[src/rtl/mms_pkg.sv]
// Types, codes and reset values for the motor mode supervisor.
`default_nettype none

package mms_pkg;

	localparam logic [2:0] MODE_IDLE   = 3'd0;
	localparam logic [2:0] MODE_DIRECT = 3'd1;
	localparam logic [2:0] MODE_CAL    = 3'd2;
	localparam logic [2:0] MODE_ENC    = 3'd3;
	localparam logic [2:0] MODE_ZERO   = 3'd4;
	localparam logic [2:0] MODE_RMEAS  = 3'd5;
	localparam logic [2:0] MODE_LMEAS  = 3'd6;
	localparam logic [2:0] MODE_UNUSED = 3'd7;

	localparam logic [2:0] FAULT_CLEAR = 3'd0;
	localparam logic [2:0] FAULT_CMD   = 3'd1;
	localparam logic [2:0] FAULT_ENC   = 3'd2;
	localparam logic [2:0] FAULT_OVER  = 3'd3;
	localparam logic [2:0] FAULT_UNDER = 3'd4;
	localparam logic [2:0] FAULT_TEMP  = 3'd5;

	localparam logic [2:0] REG_CMD_TIMEOUT = 3'd0;
	localparam logic [2:0] REG_ENC_STALE   = 3'd1;
	localparam logic [2:0] REG_VBUS_MAX    = 3'd2;
	localparam logic [2:0] REG_VBUS_MIN    = 3'd3;
	localparam logic [2:0] REG_TEMP_CUTOFF = 3'd4;

	localparam logic [15:0] RST_CMD_TIMEOUT = 16'd1000;
	localparam logic [15:0] RST_ENC_STALE   = 16'd100;
	localparam logic [15:0] RST_VBUS_MAX    = 16'd6000;
	localparam logic [15:0] RST_VBUS_MIN    = 16'd0;
	localparam logic [11:0] RST_TEMP_CUTOFF = 12'd1000;

	typedef struct packed {
		logic [15:0] command_timeout_ticks;
		logic [15:0] encoder_stale_ticks;
		logic [15:0] bus_voltage_max;
		logic [15:0] bus_voltage_min;
		logic [11:0] temperature_cutoff;
	} cfg_t;

	typedef struct packed {
		logic        mode_valid;
		logic [2:0]  mode;
		logic        new_command;
		logic        encoder_update;
		logic [15:0] bus_voltage;
		logic [11:0] winding_temp;
		logic        cal_idle;
		logic        cal_postproc_pending;
		logic        measurement_done;
	} tick_t;

	typedef struct packed {
		logic [2:0] active_mode;
		logic       drive_enable;
		logic [2:0] fault_code;
		logic       control_step;
		logic       calibration_step;
		logic       zero_voltage_drive;
		logic       measurement_step;
		logic       start_calibration;
		logic       start_measurement;
		logic       save_request;
	} res_t;

	function automatic logic drives_power(input logic [2:0] m);
		return m inside {MODE_DIRECT, MODE_CAL, MODE_RMEAS, MODE_LMEAS};
	endfunction

endpackage

`default_nettype wire

[src/rtl/mms_cfg_regs.sv]
// Threshold and timeout registers of the supervisor.
`default_nettype none

module mms_cfg_regs (
	input  wire logic                clk,
	input  wire logic                arst_n,
	input  wire logic                cfg_write_en,
	input  wire logic [2:0]          cfg_index,
	input  wire logic [15:0]         cfg_wdata,
	output mms_pkg::cfg_t            cfg
);

	mms_pkg::cfg_t cfg_q;

	always_ff @(posedge clk or negedge arst_n) begin
		if (!arst_n) begin
			cfg_q.command_timeout_ticks <= mms_pkg::RST_CMD_TIMEOUT;
			cfg_q.encoder_stale_ticks   <= mms_pkg::RST_ENC_STALE;
			cfg_q.bus_voltage_max       <= mms_pkg::RST_VBUS_MAX;
			cfg_q.bus_voltage_min       <= mms_pkg::RST_VBUS_MIN;
			cfg_q.temperature_cutoff    <= mms_pkg::RST_TEMP_CUTOFF;
		end else if (cfg_write_en) begin
			case (cfg_index)
				mms_pkg::REG_CMD_TIMEOUT: cfg_q.command_timeout_ticks <= cfg_wdata;
				mms_pkg::REG_ENC_STALE:   cfg_q.encoder_stale_ticks   <= cfg_wdata;
				mms_pkg::REG_VBUS_MAX:    cfg_q.bus_voltage_max       <= cfg_wdata;
				mms_pkg::REG_VBUS_MIN:    cfg_q.bus_voltage_min       <= cfg_wdata;
				mms_pkg::REG_TEMP_CUTOFF: cfg_q.temperature_cutoff    <= cfg_wdata[11:0];
				default: ;
			endcase
		end
	end

	assign cfg = cfg_q;

endmodule

`default_nettype wire

[src/rtl/mms_core.sv]
// Mode state, watchdog counters and the per-tick decision logic.
`default_nettype none

module mms_core #(
	parameter int COUNTER_WIDTH = 16
) (
	input  wire logic          clk,
	input  wire logic          arst_n,
	input  wire logic          step,
	input  wire mms_pkg::tick_t tick,
	input  wire mms_pkg::cfg_t  cfg,
	output mms_pkg::res_t      res
);

	localparam int CMP_W = (COUNTER_WIDTH > 16) ? COUNTER_WIDTH : 16;

	logic [2:0]               current_q;
	logic [2:0]               pending_q;
	logic [COUNTER_WIDTH-1:0] cmd_age_q;
	logic [COUNTER_WIDTH-1:0] enc_age_q;
	logic [2:0]               fault_q;
	logic                     drive_q;

	logic [2:0]               pend;
	logic [COUNTER_WIDTH-1:0] cage;
	logic [COUNTER_WIDTH-1:0] eage;
	logic [COUNTER_WIDTH-1:0] cage_inc;
	logic [COUNTER_WIDTH-1:0] eage_inc;
	logic [2:0]               fault;
	logic                     drive;
	logic [2:0]               trip;

	always_comb begin
		pend     = pending_q;
		cage     = tick.new_command ? '0 : cmd_age_q;
		eage     = tick.encoder_update ? '0 : enc_age_q;
		cage_inc = '0;
		eage_inc = '0;
		fault    = fault_q;
		drive    = drive_q;
		trip     = mms_pkg::FAULT_CLEAR;
		res      = '0;

		if (tick.mode_valid && tick.mode != mms_pkg::MODE_UNUSED) begin
			pend = tick.mode;
		end

		// transition: leave the old mode, enter the new one
		if (pend != current_q) begin
			if (mms_pkg::drives_power(current_q)) begin
				drive = 1'b0;
			end
			if (mms_pkg::drives_power(pend)) begin
				drive = 1'b1;
			end
			case (pend)
				mms_pkg::MODE_DIRECT: begin
					cage  = '0;
					eage  = '0;
					fault = mms_pkg::FAULT_CLEAR;
				end
				mms_pkg::MODE_CAL: res.start_calibration = 1'b1;
				mms_pkg::MODE_RMEAS, mms_pkg::MODE_LMEAS: res.start_measurement = 1'b1;
				default: ;
			endcase
		end

		res.active_mode = pend;

		case (pend)
			mms_pkg::MODE_DIRECT: begin
				// saturating increments of the ages, after any clearing above
				cage_inc = (cage == '1) ? cage : cage + 1'b1;
				eage_inc = (eage == '1) ? eage : eage + 1'b1;
				// encoder age advances only when the command check passes
				if (CMP_W'(cage_inc) > CMP_W'(cfg.command_timeout_ticks)) begin
					trip = mms_pkg::FAULT_CMD;
				end else if (CMP_W'(eage_inc) > CMP_W'(cfg.encoder_stale_ticks)) begin
					trip = mms_pkg::FAULT_ENC;
				end else if (tick.bus_voltage > cfg.bus_voltage_max) begin
					trip = mms_pkg::FAULT_OVER;
				end else if (tick.bus_voltage < cfg.bus_voltage_min) begin
					trip = mms_pkg::FAULT_UNDER;
				end else if ($signed(tick.winding_temp) > $signed(cfg.temperature_cutoff)) begin
					trip = mms_pkg::FAULT_TEMP;
				end
				if (trip != mms_pkg::FAULT_CMD) begin
					eage = eage_inc;
				end
				cage = cage_inc;
				if (trip != mms_pkg::FAULT_CLEAR) begin
					fault = trip;
					pend  = mms_pkg::MODE_IDLE;
				end else begin
					res.control_step = 1'b1;
				end
			end
			mms_pkg::MODE_CAL: begin
				res.calibration_step = !tick.cal_idle && !tick.cal_postproc_pending;
				if (tick.cal_idle) begin
					pend = mms_pkg::MODE_ENC;
				end
			end
			mms_pkg::MODE_ENC, mms_pkg::MODE_ZERO: res.zero_voltage_drive = 1'b1;
			mms_pkg::MODE_RMEAS, mms_pkg::MODE_LMEAS: begin
				res.measurement_step = 1'b1;
				if (tick.measurement_done) begin
					res.save_request = 1'b1;
					pend = mms_pkg::MODE_IDLE;
				end
			end
			default: ;
		endcase

		res.drive_enable = drive;
		res.fault_code   = fault;
	end

	always_ff @(posedge clk or negedge arst_n) begin
		if (!arst_n) begin
			current_q <= mms_pkg::MODE_IDLE;
			pending_q <= mms_pkg::MODE_IDLE;
			cmd_age_q <= '0;
			enc_age_q <= '0;
			fault_q   <= mms_pkg::FAULT_CLEAR;
			drive_q   <= 1'b0;
		end else if (step) begin
			current_q <= res.active_mode;
			pending_q <= pend;
			cmd_age_q <= cage;
			enc_age_q <= eage;
			fault_q   <= fault;
			drive_q   <= drive;
		end
	end

endmodule

`default_nettype wire

[src/rtl/motor_mode_supervisor.sv]
// Path: an accepted input beat is held in the input register, and its result is registered
// in the result register. Throughput: one tick per cycle while the output is taken; a
// stalled output holds one result while one more input beat waits in the input register.
// Reset: asynchronous, active low; the mode returns to idle, drive off, no fault,
// ages zero and all thresholds at their default values.
`default_nettype none

module motor_mode_supervisor #(
	parameter int COUNTER_WIDTH = 16
) (
	input  wire logic        clk,
	input  wire logic        arst_n,
	// configuration write port
	input  wire logic        cfg_write_en,
	input  wire logic [2:0]  cfg_index,
	input  wire logic [15:0] cfg_wdata,
	// tick input channel
	input  wire logic        in_valid,
	output      logic        in_ready,
	input  wire logic        mode_valid,
	input  wire logic [2:0]  mode,
	input  wire logic        new_command,
	input  wire logic        encoder_update,
	input  wire logic [15:0] bus_voltage,
	input  wire logic signed [11:0] winding_temp,
	input  wire logic        cal_idle,
	input  wire logic        cal_postproc_pending,
	input  wire logic        measurement_done,
	// result output channel
	output      logic        out_valid,
	input  wire logic        out_ready,
	output      logic [2:0]  active_mode,
	output      logic        drive_enable,
	output      logic [2:0]  fault_code,
	output      logic        control_step,
	output      logic        calibration_step,
	output      logic        zero_voltage_drive,
	output      logic        measurement_step,
	output      logic        start_calibration,
	output      logic        start_measurement,
	output      logic        save_request
);

	mms_pkg::cfg_t  cfg;
	mms_pkg::tick_t tick_s1;
	logic           valid_s1;
	mms_pkg::res_t  res;
	mms_pkg::res_t  res_q;
	logic           out_valid_q;
	logic           advance;
	logic           in_take;

	// Threshold registers; write them only while the block is idle.
	mms_cfg_regs u_cfg (
		.clk          (clk),
		.arst_n       (arst_n),
		.cfg_write_en (cfg_write_en),
		.cfg_index    (cfg_index),
		.cfg_wdata    (cfg_wdata),
		.cfg          (cfg)
	);

	// Advance the held tick into the result register whenever that register is
	// empty or its beat is taken this cycle. The mode state moves with it, so a
	// tick changes the state exactly once.
	assign advance  = valid_s1 && (!out_valid_q || out_ready);
	// The input register frees up on the same edge it drains.
	assign in_ready = !valid_s1 || advance;
	assign in_take  = in_valid && in_ready;

	always_ff @(posedge clk or negedge arst_n) begin
		if (!arst_n) begin
			valid_s1 <= 1'b0;
		end else if (in_take) begin
			valid_s1 <= 1'b1;
		end else if (advance) begin
			valid_s1 <= 1'b0;
		end
	end

	// Input register: payload only, no reset needed.
	always_ff @(posedge clk) begin
		if (in_take) begin
			tick_s1.mode_valid           <= mode_valid;
			tick_s1.mode                 <= mode;
			tick_s1.new_command          <= new_command;
			tick_s1.encoder_update       <= encoder_update;
			tick_s1.bus_voltage          <= bus_voltage;
			tick_s1.winding_temp         <= winding_temp;
			tick_s1.cal_idle             <= cal_idle;
			tick_s1.cal_postproc_pending <= cal_postproc_pending;
			tick_s1.measurement_done     <= measurement_done;
		end
	end

	// Decision logic and mode state; commits on advance.
	mms_core #(
		.COUNTER_WIDTH (COUNTER_WIDTH)
	) u_core (
		.clk    (clk),
		.arst_n (arst_n),
		.step   (advance),
		.tick   (tick_s1),
		.cfg    (cfg),
		.res    (res)
	);

	// Result register: hold the beat until the consumer takes it.
	always_ff @(posedge clk or negedge arst_n) begin
		if (!arst_n) begin
			out_valid_q <= 1'b0;
		end else if (advance) begin
			out_valid_q <= 1'b1;
		end else if (out_ready) begin
			out_valid_q <= 1'b0;
		end
	end

	always_ff @(posedge clk) begin
		if (advance) begin
			res_q <= res;
		end
	end

	assign out_valid          = out_valid_q;
	assign active_mode        = res_q.active_mode;
	assign drive_enable       = res_q.drive_enable;
	assign fault_code         = res_q.fault_code;
	assign control_step       = res_q.control_step;
	assign calibration_step   = res_q.calibration_step;
	assign zero_voltage_drive = res_q.zero_voltage_drive;
	assign measurement_step   = res_q.measurement_step;
	assign start_calibration  = res_q.start_calibration;
	assign start_measurement  = res_q.start_measurement;
	assign save_request       = res_q.save_request;

endmodule

`default_nettype wire

[config.mk]
export PLATFORM = sky130hd
export DESIGN_NAME = motor_mode_supervisor
export DESIGN_NICKNAME = d
export VERILOG_FILES = /design/src/rtl/mms_pkg.sv /design/src/rtl/mms_cfg_regs.sv /design/src/rtl/mms_core.sv /design/src/rtl/motor_mode_supervisor.sv
export SDC_FILE = /design/constraint.sdc
export NUM_CORES = 1
export LEC_CHECK = 0
export BUFFER_PORTS_ARGS = -buffer_cell sky130_fd_sc_hd__buf_2
export CAP_MARGIN = 20
export CORE_AREA = 4 4 185 187
export DETAILED_ROUTE_END_ITERATION = 10
export DIE_AREA = 0 0 189 191
export GPL_ROUTABILITY_DRIVEN = 1
export GPL_TIMING_DRIVEN = 0
export PLACE_DENSITY = 0.56
export SETUP_SLACK_MARGIN = 0.05
export SLEW_MARGIN = 20
export SYNTH_ARGS = -nofsm -noshare
export SYNTH_HDL_FRONTEND = slang
export SYNTH_SLANG_ARGS = --single-unit
[constraint.sdc]
create_clock -name clk -period 4.9 [get_ports clk]
set_input_delay 0.49 -clock clk [delete_from_list [all_inputs] [get_ports clk]]
set_output_delay 0.49 -clock clk [all_outputs]
set_load 0.05 [all_outputs]
* Word-level counts from Yosys, hierarchy flattened
Cells that the tools add are included.
** Word-level totals
- Register bits :: 171
- Word-level logic and storage cells :: 119
** Operators by class
- Add/sub/neg operators :: 2
- Order comparisons :: 5
- Eq/ne operators :: 19
- Mux-type cells :: 38
- Reduce and logical (&&, ||, !) cells :: 23
** Operators with widths (count)
- $mux 16 :: 11
- $gt 16x16->1 :: 3
- $mux 3 :: 14
- $add 16x1->16 const B :: 2
- $eq 16x16->1 const B :: 2
- $eq 3x3->1 const B :: 6
- $lt 16x16->1 :: 1
- $eq 3x2->1 const B :: 5
- $gt 12x12->1 :: 1
- $mux 1 :: 12
- $reduce_and 2->1 :: 5
- $eq 3x1->1 const B :: 3
- $pmux 3 s3 :: 1
- $reduce_bool 4->1 :: 2
- $logic_and 1x1->1 :: 4
- $logic_not 1->1 :: 4
- $reduce_bool 2->1 :: 2
- $reduce_or 2->1 :: 2
- $logic_not 3->1 :: 1
- $ne 3x1->1 const B :: 1
- $ne 3x3->1 :: 1
- $ne 3x3->1 const B :: 1
- $reduce_bool 3->1 :: 1
- $logic_or 1x1->1 :: 2

* Depth between registers and ports, before layout
Gate-level depths: netlist of run 1.
- Depth after elaboration :: 15
- Depth in mapped cells :: 24
- Mapped depth without buffers :: 23

* Hierarchy
Synthesis of run 1 repeated with hierarchy kept, for this count alone.
** Second synthesis, totals
- Cell total of the unflattened synthesis :: 914
- Area total of the unflattened synthesis :: 9824.4 µm²
** By module, submodules not included
- mms_core :: times used 1, cells each 691, area an instance 5253.8 µm², sequential area each 1051.0 µm²
- mms_cfg_regs :: times used 1, cells each 164, area an instance 2935.3 µm², sequential area each 1929.4 µm²
- motor_mode_supervisor :: times used 1, cells each 59, area an instance 1635.3 µm², sequential area each 1581.5 µm²

* Least setup slack after synthesis of run 1
No wires, ideal clock.
- Path type :: flip-flop to flip-flop
- From :: reg tick_s1[36] (netlist name)
- To :: reg res_q, in the netlist fault_code[2] (data pin)
- Arrival time :: 4.860 ns
- Required time :: 4.724 ns
- Setup slack :: -0.136 ns
- Cell stages (with the launch flop) :: 24
- Buffers on the path :: 2
- Clock period less this slack :: 5.036 ns
- Cells stage by stage :: edfxtp_1 > a21boi_1 > o22a_4 > ha_1 > o21a_1 > nor2_1 > a31o_2 > buf_4 > and2_1 > ha_1 > and3_1 > nand4b_1 > or2_2 > buf_2 > nor2_1 > mux2_4 > ha_1 > nor2b_1 > o211ai_1 > a21oi_1 > a211oi_1 > o311a_1 > nand2_1 > o32ai_1
** RTL lines
- start, declared :: RTL line motor_mode_supervisor.sv:45 : mms_pkg::tick_t tick_s1;
- end signal, assigned :: RTL line motor_mode_supervisor.sv:121 : res_q <= res;
- end, declared :: RTL line motor_mode_supervisor.sv:48 : mms_pkg::res_t res_q;

==> reports/results.txt, run 1 <==
Hold Violations, Final: 0
# setup viols final: 12
Tcrit/Tclk final: 102.3%
DRT antenna net count: 0
Reg2Reg Capture Point: fault_code[1]$_DFFE_PP_
F_max: 0.1996 GHz
R2R cell count: 24
Via count: 7780
Drt pass-1 iters: 5
CP required: 5.16 ns
CP startpoint kind: flop
Top post-synthesis cells by area: dfrtp_1, edfxtp_1, ha_1
CP max FO: 6
Final setup margin: -0.1103 ns
Total congestion overflow: 0
Initial Util: 29.93%
Die ar.: 36100 um2
WL met3: 879 um
Placed Area: 10750 um2
Finished Cell Area: 12550 um2
P&R area growth vs syn: 29.19%
Max Used Layer: met4
WL met1: 11790 um
Layout Nets: 1262
FF-to-FF Start: tick_s1[36]$_DFFE_PP_
GRT Total Usage: 14.67%
Clock latency on the worst-skew pair: 0.44 ns
Worst path slowest cell: edfxtp_1
Util after Layout: 38.67%
Worst path max stage delay: 0.44 ns
Synth unique cells: 86
Final HPWL DP: 18580 um
Clk sinks: 171
Placed Cells: 1478
# port buffers: 76
H-tree depth: 4
First-pass GRT wire length: 41880 um
Sequential area share after synthesis: 46.97%
Max_cap viols: 0
DR vias/cell: 4.940
Initial antenna violation count: 0
N_diodes: 0
Family with the most delay on the worst path: compound AO/OA/AOI/OAI gates
Crit path to: fault_code[1]$_DFFE_PP_
IO Count: 77
Failing checks: setup timing
Metal2 WL: 13340 um
DIE HEIGHT: 191 um
EDFF count, synth: 51
Worst path depth: 24
Minimum clock period: 5.010 ns
Nature of the critical path endpoint: flop
CTS tree: done
Mapped Area: 9713 um2
Worst setup path start: tick_s1[36]$_DFFE_PP_
Kind of critical path: reg -> reg
Clk_skew: 0.01586 ns
Share of the synthesized area in the top cell type: 25.25%
Synthesized area per cell: 10.14 um2
Hold Slack: 0.2284 ns
IR drop worst, VDD: 0.2401 mV
Mapped Cells: 958
R2R Setup Slk: -0.11 ns
Total power: 4.848 mW
Slew HR: 36.94%
GP Congestion: 0.8069
Total Routed Length: 26540 um
Slew @ Worst Pin: 0.9408 ns
RSZ-0062 raised after global routing: true
Clock root buffer master: clkbuf_16
Post-route DRC: 0
Clk buf depth: 2
Die W: 189 um
Pwr/cell area: 386.3 nW/um2
Post-synth top area cell: dfrtp_1
Non-Filler Instances: 1575
Leakage power: 5.245 nW
Row cnt: 66
Critical Path, Cell by Cell: a21boi_2 -> o22a_4 -> inv_4 -> xnor2_4 -> o31ai_4 -> and3_4 -> ha_4 -> nand3_4 -> or2_4 -> or3_4 -> buf_8 -> nand3_4 -> nand2b_4 -> xor2_2 -> ha_1 -> nand4_1 -> nor2_1 -> a221o_1 -> o31ai_4 -> buf_6 -> nor4b_4 -> buf_4 -> o21ai_1 -> o21ai_1
Num CTS Buffers: 17
Syn_nets: 1100
Count of pins over their slew limit: 0
Layout cell share with drive strength beyond 1: 30.27%
CP Data Arrival Time: 5.27 ns
Hold Path Class: in -> reg
Buf/Inv on CP: 4
Initial drt markers: 448
CTS clock-pin slew for the worst setup and hold paths: 0.07 ns
Yosys warnings: 0
Largest net degree at the start of global routing: 85
#FFs+latches synth: 171
Ys flop type: dfrtp_1
Outcome: finished, violations left
Post-synth ARST share: 70.18%
CORE AREA: 32450 um2
WL/cell: 16.85 um
Vias in the first global route: 7673
## per-stage QoR
step	worst slack (ns)	setup TNS, ns
after floorplan	0.05243	0
after global placement	-1.153	-24.03
after detailed placement	-1.118	-23.43
after CTS	-0.02214	-0.02214
after global routing	-0.2677	-3.968
final	-0.1103	-0.6654
## cell families after synthesis
kind of cell	count (synthesis)	share of synthesized area (%)
xor gates and xnor gates	26	2.770
adders and majority gates	81	10.43
AOI/OAI and AO/OA	241	16.36
DFF	171	46.97
buffers and inverters	118	4.728
and+or+nand+nor	292	15.36
muxes	29	3.388
## report_power, final
group	internal [mW]	switching (mW)	total, mW	leakage, nW
combinational	0.630	0.899	1.53	2.97
clock	0.856	0.589	1.45	0.310
sequential	1.74	0.132	1.87	1.97
total	3.23	1.62	4.85	5.24
## routing by layer
| layer | track usage (%) | vias to the layer above |
|---|---|---|
| li1 | - | 3764 |
| met1 | 19.13 | 3831 |
| met2 | 25.26 | 149 |
| met3 | 2.392 | 36 |
| met4 | 4.232 | 0 |
| met5 | 0 | - |
## worst register-to-register path: cells and delay by family (launching register included)
kind | cells | cell delay, ns
simple gates | 9 | 1.56
compound gates | 7 | 1.60
xor+xnor | 2 | 0.23
buf+inv | 4 | 0.58
flops | 1 | 0.44
fa+ha+maj | 2 | 0.41
## cells in the mapped netlist, drive strengths merged, types with 8 or more instances
| cell | number |
|---|---|
| nor2 | 54 |
| nand4 | 17 |
| nor3 | 18 |
| a21oi | 33 |
| edfxtp | 51 |
| ha | 81 |
| clkbuf | 19 |
| nand3 | 22 |
| xnor2 | 19 |
| dfrtp | 98 |
| dfstp | 22 |
| a31oi | 13 |
| inv | 90 |
| and2 | 8 |
| or3 | 8 |
| nand2 | 108 |
| nor2b | 11 |
| o21ai | 104 |
| buf | 9 |
| mux2 | 25 |
| and3 | 16 |
| a21o | 10 |
| o31ai | 12 |
| nand2b | 8 |
## final cells by class
| type | instances | area (um2) |
|---|---|---|
| fillers | 3154 | 19910 |
| multi-input cells | 669 | 5328 |
| flip-flops and latches | 171 | 4562 |
| repair buffers | 145 | 985.9 |
| well taps | 442 | 553.0 |
| clock buffers | 21 | 471.7 |
| inverters | 90 | 342.8 |
| clock inverters | 11 | 155.1 |
| plain buffers | 26 | 150.1 |
## cells in the final DEF, fill, tap and decap left out, types with 30 or more instances in the layout
master      n
buf_2      80
dfrtp_1    98
o21ai_0    85
edfxtp_1   51
nand2_1   104
buf_4      57
nor2_1     42
a21oi_1    30
inv_1      87
ha_1       77
## how the worst min path moves through the flow
| stage | end | cells after the start | start | slack (ns) |
|---|---|---|---|---|
| 2_1_floorplan | out_valid$_DFFE_PN0P_ | 0 | arst_n | 0.19 |
| 3_3_place_gp | u_core.fault_q[1]$_DFFE_PN0P_ | 2 | u_core.fault_q[1]$_DFFE_PN0P_ | 0.48 |
| 3_5_place_dp | u_cfg.cfg[4]$_DFFE_PN0P_ | 1 | arst_n | 0.40 |
| 4_1_cts | tick_s1[7]$_DFFE_PP_ | 1 | winding_temp[4] | 0.21 |
| 5_1_grt | tick_s1[3]$_DFFE_PP_ | 1 | winding_temp[0] | 0.21 |
| 6_report | tick_s1[31]$_DFFE_PP_ | 1 | encoder_update | 0.23 |
## registers in the layout (all words and copies together) (netlist names)
| register | flops |
|---|---|
| tick_s1 | 37 |
| u_core.cmd_age_q | 16 |
| u_core.drive_q | 1 |
| out_valid | 1 |
| fault_code | 3 |
| active_mode | 3 |
| zero_voltage_drive | 1 |
| u_cfg.cfg | 76 |
| calibration_step | 1 |
| u_core.current_q | 3 |
| save_request | 1 |
| valid_s1 | 1 |
| start_calibration | 1 |
| start_measurement | 1 |
| u_core.enc_age_q | 16 |
| measurement_step | 1 |
| u_core.fault_q | 3 |
| drive_enable | 1 |
| u_core.pending_q | 3 |
| control_step | 1 |
## repair_timing
action | CTS | global route
cloned | 1 | 0
setup buffers | 45 | 20
setup endpoints to repair | 25 | 25
resized for setup | 79 | 62
pin swaps | 48 | 35
hold endpoints to repair | 31 | 0
hold buffers | 1 | 0
No activity file was read; power rests on OpenSTA's default activity.
==> run 2, diff against run 1 <==
--- a/config.mk
+++ b/config.mk
@@ -7,12 +7,13 @@
 export LEC_CHECK = 0
 export BUFFER_PORTS_ARGS = -buffer_cell sky130_fd_sc_hd__buf_2
 export CAP_MARGIN = 20
-export CORE_AREA = 4 4 185 187
+export CORE_AREA = 2 2 183 185
 export DETAILED_ROUTE_END_ITERATION = 10
-export DIE_AREA = 0 0 189 191
+export DIE_AREA = 0 0 185 187
 export GPL_ROUTABILITY_DRIVEN = 1
 export GPL_TIMING_DRIVEN = 0
 export PLACE_DENSITY = 0.56
+export RECOVER_POWER = 50
 export SETUP_SLACK_MARGIN = 0.05
 export SLEW_MARGIN = 20
 export SYNTH_ARGS = -nofsm -noshare
==> run 2 against run 1 <==
Net effect: the run ends with capacitance limit, slew limit, setup timing left; cell count down 0.25%; largest power group unchanged; sequential cell count unchanged; power down 1.5%; clock power down 4%; first-iteration DRC count up 11%; worst setup slack worse by 0.0037 ns; die area down 4.2%; combinational power about the same; critical path depth down 1; non-clock buffer count down 10; highest routed layer unchanged.
==> reports/results.txt, run 2 (synthesized netlist as in run 1, its figures left out) <==
Outcome: finished, violations left
Failing checks: capacitance limit, slew limit, setup timing
R2R cell count: 23 (-4.2%)
Layout cell share with drive strength beyond 1: 28.94% (-1.3 points)
IO Count: 77 (unchanged)
RSZ-0062 raised after global routing: true
Family with the most delay on the worst path: compound AO/OA/AOI/OAI gates
Vias in the first global route: 7737 (+0.83%)
Row cnt: 67 (+1.5%)
Placed Cells: 1484 (+0.41%)
Hold worst-path end: tick_s1[23]$_DFFE_PP_
First-pass GRT wire length: 41200 um (-1.6%)
Most common cell after layout, fill and taps aside: nand2_1
Total congestion overflow: 0 (unchanged)
Hold Violations, Final: 0 (unchanged)
Buf/Inv on CP: 2 (-2)
Final HPWL DP: 18180 um (-2.1%)
DR vias/cell: 4.904 (-0.72%)
Final setup margin: -0.1141 ns (-0.003728 ns)
Via count: 7704 (-0.98%)
Initial Util: 29.56% (-0.37 points)
N_diodes: 0 (unchanged)
Minimum clock period: 5.014 ns (+0.003728 ns)
CTS clock-pin slew for the worst setup and hold paths: 0.07 ns (about the same)
Leakage power: 5.150 nW (-1.8%)
Worst slack at placement: -1.108 ns (+0.009730 ns)
CP Data Arrival Time: 5.30 ns (+0.03 ns)
F_max: 0.1994 GHz (about the same)
CTS tree: done
Total Routed Length: 25970 um (-2.1%)
IR drop worst, VDD: 0.2542 mV (+5.9%)
Clk_skew: 0.01150 ns (-0.004369 ns)
Clk pwr share: 29.0% (-0.8 points)
Die W: 185 um (-2.1%)
Hold depth: 1 (unchanged)
Post-route DRC: 0 (unchanged)
Switching power: 1.626 mW (+0.31%)
Tcrit/Tclk final: 102.3% (about the same)
Drt pass-1 iters: 5 (unchanged)
DRT antenna net count: 0 (unchanged)
Switching Fraction: 34.05% (+0.62 points)
Seq pwr share: 39.2% (+0.6 points)
Count of pins over their slew limit: 32 (+32)
DIE HEIGHT: 187 um (-2.1%)
Int Power: 3.149 mW (-2.4%)
Max_cap viols: 1 (+1)
Hold wc startpoint: bus_voltage[8]
Gate power share: 31.8% (+0.2 points)
Nature of the critical path endpoint: flop
Clk sinks: 171 (unchanged)
TNS Setup: -0.7407 ns (-0.07533 ns)
P&R area growth vs syn: 27.48%
CP max FO: 6 (unchanged)
FF-to-FF Start: tick_s1[36]$_DFFE_PP_
Slew HR: -37.73% (-75 points)
CORE AREA: 32860 um2 (+1.3%)
Kind of critical path: reg -> reg
Initial drt markers: 497 (+11%)
Initial antenna violation count: 0 (unchanged)
Non-Filler Instances: 1571 (-0.25%)
Critical Path, Cell by Cell: a21boi_2 -> o22a_4 -> ha_4 -> o21a_4 -> buf_6 -> o31ai_4 -> and3_4 -> ha_4 -> nand3_4 -> or2_4 -> or3_4 -> nor2b_2 -> nand3_2 -> xor2_2 -> ha_1 -> a21oi_2 -> o21ai_1 -> a221o_1 -> o31ai_4 -> buf_6 -> nor4b_4 -> o21ai_2 -> a22oi_2
R2R Setup Slk: -0.11 ns (about the same)
Total power: 4.775 mW (-1.5%)
H-tree depth: 4 (unchanged)
Clock latency on the worst-skew pair: 0.44 ns (about the same)
Layout Nets: 1252 (-0.79%)
Number of flip-flops in the largest register: 76 (unchanged)
Worst path max stage delay: 0.43 ns (about the same)
Highest-count cells in the layout ignoring fill and taps: nand2_1, dfrtp_1, o21ai_0
Clock root buffer master: clkbuf_16
# port buffers: 76 (unchanged)
Slew @ Worst Pin: 2.066 ns (+1.125 ns)
GRT Total Usage: 15.36% (+0.68 points)
Num CTS Buffers: 17 (unchanged)
Clk buf depth: 2 (unchanged)
Die ar.: 34600 um2 (-4.2%)
Pwr/cell area: 385.6 nW/um2 (-0.18%)
CP startpoint kind: flop
Fillers: 3246 (+2.9%)
WL/cell: 16.53 um (-1.9%)
# setup viols final: 15 (+3)
Worst path slowest cell: edfxtp_1
GP Congestion: 0.8506 (+5.4%)
Hold Path Class: in -> reg
Largest net degree at the start of global routing: 90 (+5.9%)
CP required: 5.19 ns (+0.03 ns)
Reg2Reg Capture Point: fault_code[0]$_DFFE_PP_
[run 2: cell types whose count changed in the layout (fill, tap and decap cells not counted), moves of 2 or more]
cell / previous run / this run
buf_8: 3 / 0
o21ai_1: 16 / 12
buf_4: 57 / 48
clkbuf_1: 17 / 19
o21ai_0: 85 / 88
clkbuf_8: 1 / 4
nor2_1: 42 / 44
inv_6: 1 / 3
nor2_2: 8 / 5
inv_8: 3 / 1
bufinv_16: 3 / 1
xor2_2: 5 / 3
[run 2: worst register-to-register path, stage by stage, from the launching register on]
cell and delay (ns):
edfxtp_1 0.43, a21boi_2 0.18, o22a_4 0.25, ha_4 0.18
o21a_4 0.12, buf_6 0.12, o31ai_4 0.07, and3_4 0.24
ha_4 0.15, nand3_4 0.09, or2_4 0.27, or3_4 0.37
nor2b_2 0.18, nand3_2 0.11, xor2_2 0.17, ha_1 0.27
a21oi_2 0.13, o21ai_1 0.06, a221o_1 0.37, o31ai_4 0.35
buf_6 0.18, nor4b_4 0.28, o21ai_2 0.10, a22oi_2 0.20
[run 2: area by class of cell]
type                            count  area [um2]  share of cell area (%)
Tap cell                          448       560.5                   4.527
Multi-Input combinational cell    669        5289                   42.71
Clock inverter                      9       97.59                  0.7882
Timing Repair Buffer              135       885.9                   7.154
Sequential cell                   171        4562                   36.84
Clock buffer                       23       499.2                   4.032
Buffer                             26       145.1                   1.172
Inverter                           90       342.8                   2.769
[run 2: routing by layer]
metal	share of wire (%)	wire, um	GRT usage (%)	vias up
li1	-	-	-	3735
met1	45	11570	19.71	3758
met2	49	12660	25.27	155
met3	3.3	862	2.629	56
met4	3.4	881	6.868	0
met5	0	0	0	-
[run 2: how the worst max path moves through the flow]
stage,to,from,slack (ns),cells past startpoint
floorplan,u_core.enc_age_q[2]$_DFFE_PN0P_,tick_s1[36]$_DFFE_PP_,0.05,20
global placement,u_core.enc_age_q[1]$_DFFE_PN0P_,tick_s1[36]$_DFFE_PP_,-1.17,22
detailed placement,u_core.enc_age_q[1]$_DFFE_PN0P_,tick_s1[36]$_DFFE_PP_,-1.11,22
CTS,fault_code[0]$_DFFE_PP_,tick_s1[35]$_DFFE_PP_,-0.03,23
global route,fault_code[0]$_DFFE_PP_,tick_s1[35]$_DFFE_PP_,-0.34,21
finish,fault_code[0]$_DFFE_PP_,tick_s1[36]$_DFFE_PP_,-0.11,23
[run 2: repair_timing]
| item | in CTS | in global routing |
|---|---|---|
| gates resized for setup | 75 | 54 |
| hold buffers | 1 | 0 |
| pin swaps | 44 | 21 |
| cloned | 1 | 0 |
| setup buffers | 36 | 20 |
| endpoints found under the hold margin | 27 | 0 |
| setup endpoints to repair | 25 | 25 |
[run 2: metrics by stage]
| stage | area (um2) | utilization [%] | hold slack [ns] |
|---|---|---|---|
| floorplan | 9757 | - | 0.1944 |
| global placement | 10700 | 32.55 | 0.4840 |
| detailed placement | 10760 | 32.74 | 0.3765 |
| CTS | 12020 | 36.57 | 0.2108 |
| global route | 12380 | 37.68 | 0.2066 |
| finish | 12380 | 37.68 | 0.2251 |
[run 2: power by group through the flow]
stage                     Clock [mW]  Combinational [mW]  Sequential [mW]
after floorplan                    0               0.806             1.94
after global placement             0                1.19             1.89
after detailed placement           0                1.22             1.89
after CTS                       1.41                1.37             1.87
after global routing            1.47                1.67             1.90
final                           1.39                1.52             1.87
==> run 3, diff against run 2 <==
--- a/config.mk
+++ b/config.mk
@@ -14,7 +14,7 @@
 export GPL_TIMING_DRIVEN = 0
 export PLACE_DENSITY = 0.56
 export RECOVER_POWER = 50
-export SETUP_SLACK_MARGIN = 0.05
+export SETUP_SLACK_MARGIN = 0.02
 export SLEW_MARGIN = 20
 export SYNTH_ARGS = -nofsm -noshare
 export SYNTH_HDL_FRONTEND = slang
==> run 3 against run 2 <==
Net effect: the flow still finishes with violations (capacitance limit, slew limit, setup timing); routed wire length increased by 1.6%; critical path depth unchanged; largest cell class unchanged; clock power is 4% higher; first-iteration DRC count shrank 7.0%; via count increased by 1.1%; cell area is 0.61% higher; core utilization grew 0.23 points; sequential share of layout area down 0.22 points; die area unchanged; highest routed layer unchanged; critical endpoint unchanged; clock-buffer cell count is 1 higher; cell count is 0.19% higher.
==> reports/results.txt, run 3 (synthesized netlist as in run 1, its figures left out) <==
Largest net degree at the start of global routing: 88 (-2.2%)
FF-to-FF Start: tick_s1[36]$_DFFE_PP_
Kind of critical path: reg -> reg
Sequential cell area: 4562 um2 (unchanged)
Num CTS Buffers: 17 (unchanged)
CP max FO: 5 (-1)
Number of flip-flops in the largest register: 76 (unchanged)
Highest-count cells in the layout ignoring fill and taps: nand2_1, dfrtp_1, inv_1, o21ai_0, buf_2
Reg2Reg Capture Point: fault_code[0]$_DFFE_PP_
Row cnt: 67 (unchanged)
Clock root buffer master: clkbuf_16
WL/cell: 16.76 um (+1.4%)
Most common cell after layout, fill and taps aside: nand2_1
DRT antenna net count: 0 (unchanged)
Total Routed Length: 26380 um (+1.6%)
Area occupied by multi-input gates: 5308 um2 (+0.35%)
Failing checks: capacitance limit, slew limit, setup timing
Layout cell share with drive strength beyond 1: 30.02% (+1.1 points)
GP Congestion: 0.8548 (+0.49%)
CP Data Arrival Time: 5.24 ns (-0.06 ns)
# port buffers: 76 (unchanged)
Hold wc startpoint: bus_voltage[8]
Minimum clock period: 5.061 ns (+0.04698 ns)
CORE AREA: 32860 um2 (unchanged)
R2R cell count: 23 (unchanged)
Worst slack at placement: -1.203 ns (-0.09547 ns)
Clk sinks: 171 (unchanged)
Vias in the first global route: 7679 (-0.75%)
DIE HEIGHT: 187 um (unchanged)
Nature of the critical path endpoint: flop
Clock latency on the worst-skew pair: 0.44 ns (about the same)
Drt pass-1 iters: 5 (unchanged)
IR drop worst, VDD: 0.2549 mV (+0.25%)
Pwr/cell area: 389.2 nW/um2 (+0.91%)
Slew @ Worst Pin: 2.250 ns (+0.1838 ns)
Initial antenna violation count: 0 (unchanged)
Leakage power: 5.187 nW (+0.72%)
CTS tree: done
Outcome: finished, violations left
# setup viols final: 14 (-1)
First-pass GRT wire length: 41250 um (+0.12%)
Slew HR: -49.98% (-12 points)
Hold Path Class: in -> reg
Clk buf depth: 2 (unchanged)
Final setup margin: -0.1610 ns (-0.04698 ns)
N_diodes: 0 (unchanged)
CP required: 5.08 ns (-0.11 ns)
P&R area growth vs syn: 28.25%
Max_cap viols: 2 (+1)
Die ar.: 34600 um2 (unchanged)
Total congestion overflow: 0 (unchanged)
F_max: 0.1976 GHz (-0.93%)
Die W: 185 um (unchanged)
R2R Setup Slk: -0.16 ns (-0.05 ns)
Tcrit/Tclk final: 103.3% (+0.96 points)
Hold depth: 1 (unchanged)
Hold Violations, Final: 0 (unchanged)
DR vias/cell: 4.948 (+0.90%)
Fillers: 3291 (+1.4%)
Clk_skew: 0.009575 ns (-0.001921 ns)
CP startpoint kind: flop
Final HPWL DP: 18420 um (+1.3%)
GRT Total Usage: 15.37% (about the same)
Count of pins over their slew limit: 123 (+280%)
RSZ-0062 raised after global routing: true
H-tree depth: 4 (unchanged)
Initial Util: 29.56% (unchanged)
Post-route DRC: 0 (unchanged)
Initial drt markers: 462 (-7.0%)
Via count: 7788 (+1.1%)
IO Count: 77 (unchanged)
Hold worst-path end: tick_s1[23]$_DFFE_PP_
CTS clock-pin slew for the worst setup and hold paths: 0.07 ns (about the same)
Layout Nets: 1255 (+0.24%)
TNS Setup: -0.7458 ns (-0.005113 ns)
[run 3: per-layer routing]
metal | vias to the layer above | track usage [%] | wire, um
met5 | - | 0 | 0
met2 | 135 | 25.55 | 13060
met1 | 3853 | 19.89 | 11680
li1 | 3757 | - | -
met3 | 43 | 2.648 | 874
met4 | 0 | 5.891 | 756
[run 3: timing repair]
item | 4_1_cts | 5_1_grt
pin swaps | 41 | 46
hold buffers | 1 | 0
setup buffers | 36 | 25
endpoints found under the hold margin | 27 | 0
resized for setup | 76 | 76
gates cloned | 1 | 0
endpoints found under the setup margin | 25 | 25
[run 3: cell type report]
class	instances	share of cell area (%)
Inverter	90	2.792
Timing Repair Buffer	139	7.312
Clock inverter	8	0.7131
Multi-Input combinational cell	669	42.61
Buffer	25	1.085
Clock buffer	24	4.369
Tap cell	448	4.500
Sequential cell	171	36.62
[run 3: how the worst max path moves through the flow]
stage,startpoint,endpoint,slack [ns],cells after the start
after floorplan,tick_s1[36]$_DFFE_PP_,u_core.pending_q[0]$_DFFE_PN0P_,0.01,23
after global placement,tick_s1[36]$_DFFE_PP_,u_core.enc_age_q[1]$_DFFE_PN0P_,-1.23,21
after detailed placement,tick_s1[36]$_DFFE_PP_,u_core.enc_age_q[1]$_DFFE_PN0P_,-1.20,21
after CTS,tick_s1[36]$_DFFE_PP_,fault_code[0]$_DFFE_PP_,-0.04,22
after global routing,tick_s1[36]$_DFFE_PP_,fault_code[0]$_DFFE_PP_,-0.38,23
final,tick_s1[36]$_DFFE_PP_,fault_code[0]$_DFFE_PP_,-0.16,23
[run 3: report_power, final]
part / internal, mW / total (mW) / switching (mW)
sequential: 1.74 / 1.88 / 0.136
combinational: 0.634 / 1.53 / 0.898
clock: 0.840 / 1.44 / 0.600
total: 3.21 / 4.85 / 1.63
[run 3: through the flow]
step	instances	cell area [um2]	hold slack, ns	util (%)	power [mW]
floorplan	958	9734	0.1944	-	2.739
global placement	1482	10680	0.4837	32.49	3.076
detailed placement	1484	10740	0.3890	32.67	3.117
CTS	1552	12020	0.2057	36.59	4.740
global route	1574	12460	0.2048	37.91	5.107
finish	1574	12460	0.2185	37.91	4.848
[run 3: critical path, stage by stage (launching register included)]
cell	delay [ns]
edfxtp_1	0.46
a21boi_4	0.19
o22ai_4	0.22
xnor2_4	0.15
o31ai_4	0.30
and3_4	0.24
ha_4	0.15
nand3_4	0.08
or2_4	0.29
or3_4	0.40
buf_6	0.14
o31ai_4	0.26
xnor2_1	0.15
nor2_1	0.07
ha_1	0.32
and2_4	0.16
o21ai_2	0.06
a21boi_2	0.09
o31ai_4	0.34
buf_6	0.19
buf_6	0.11
nand2_2	0.09
o21ai_0	0.21
a22oi_1	0.10
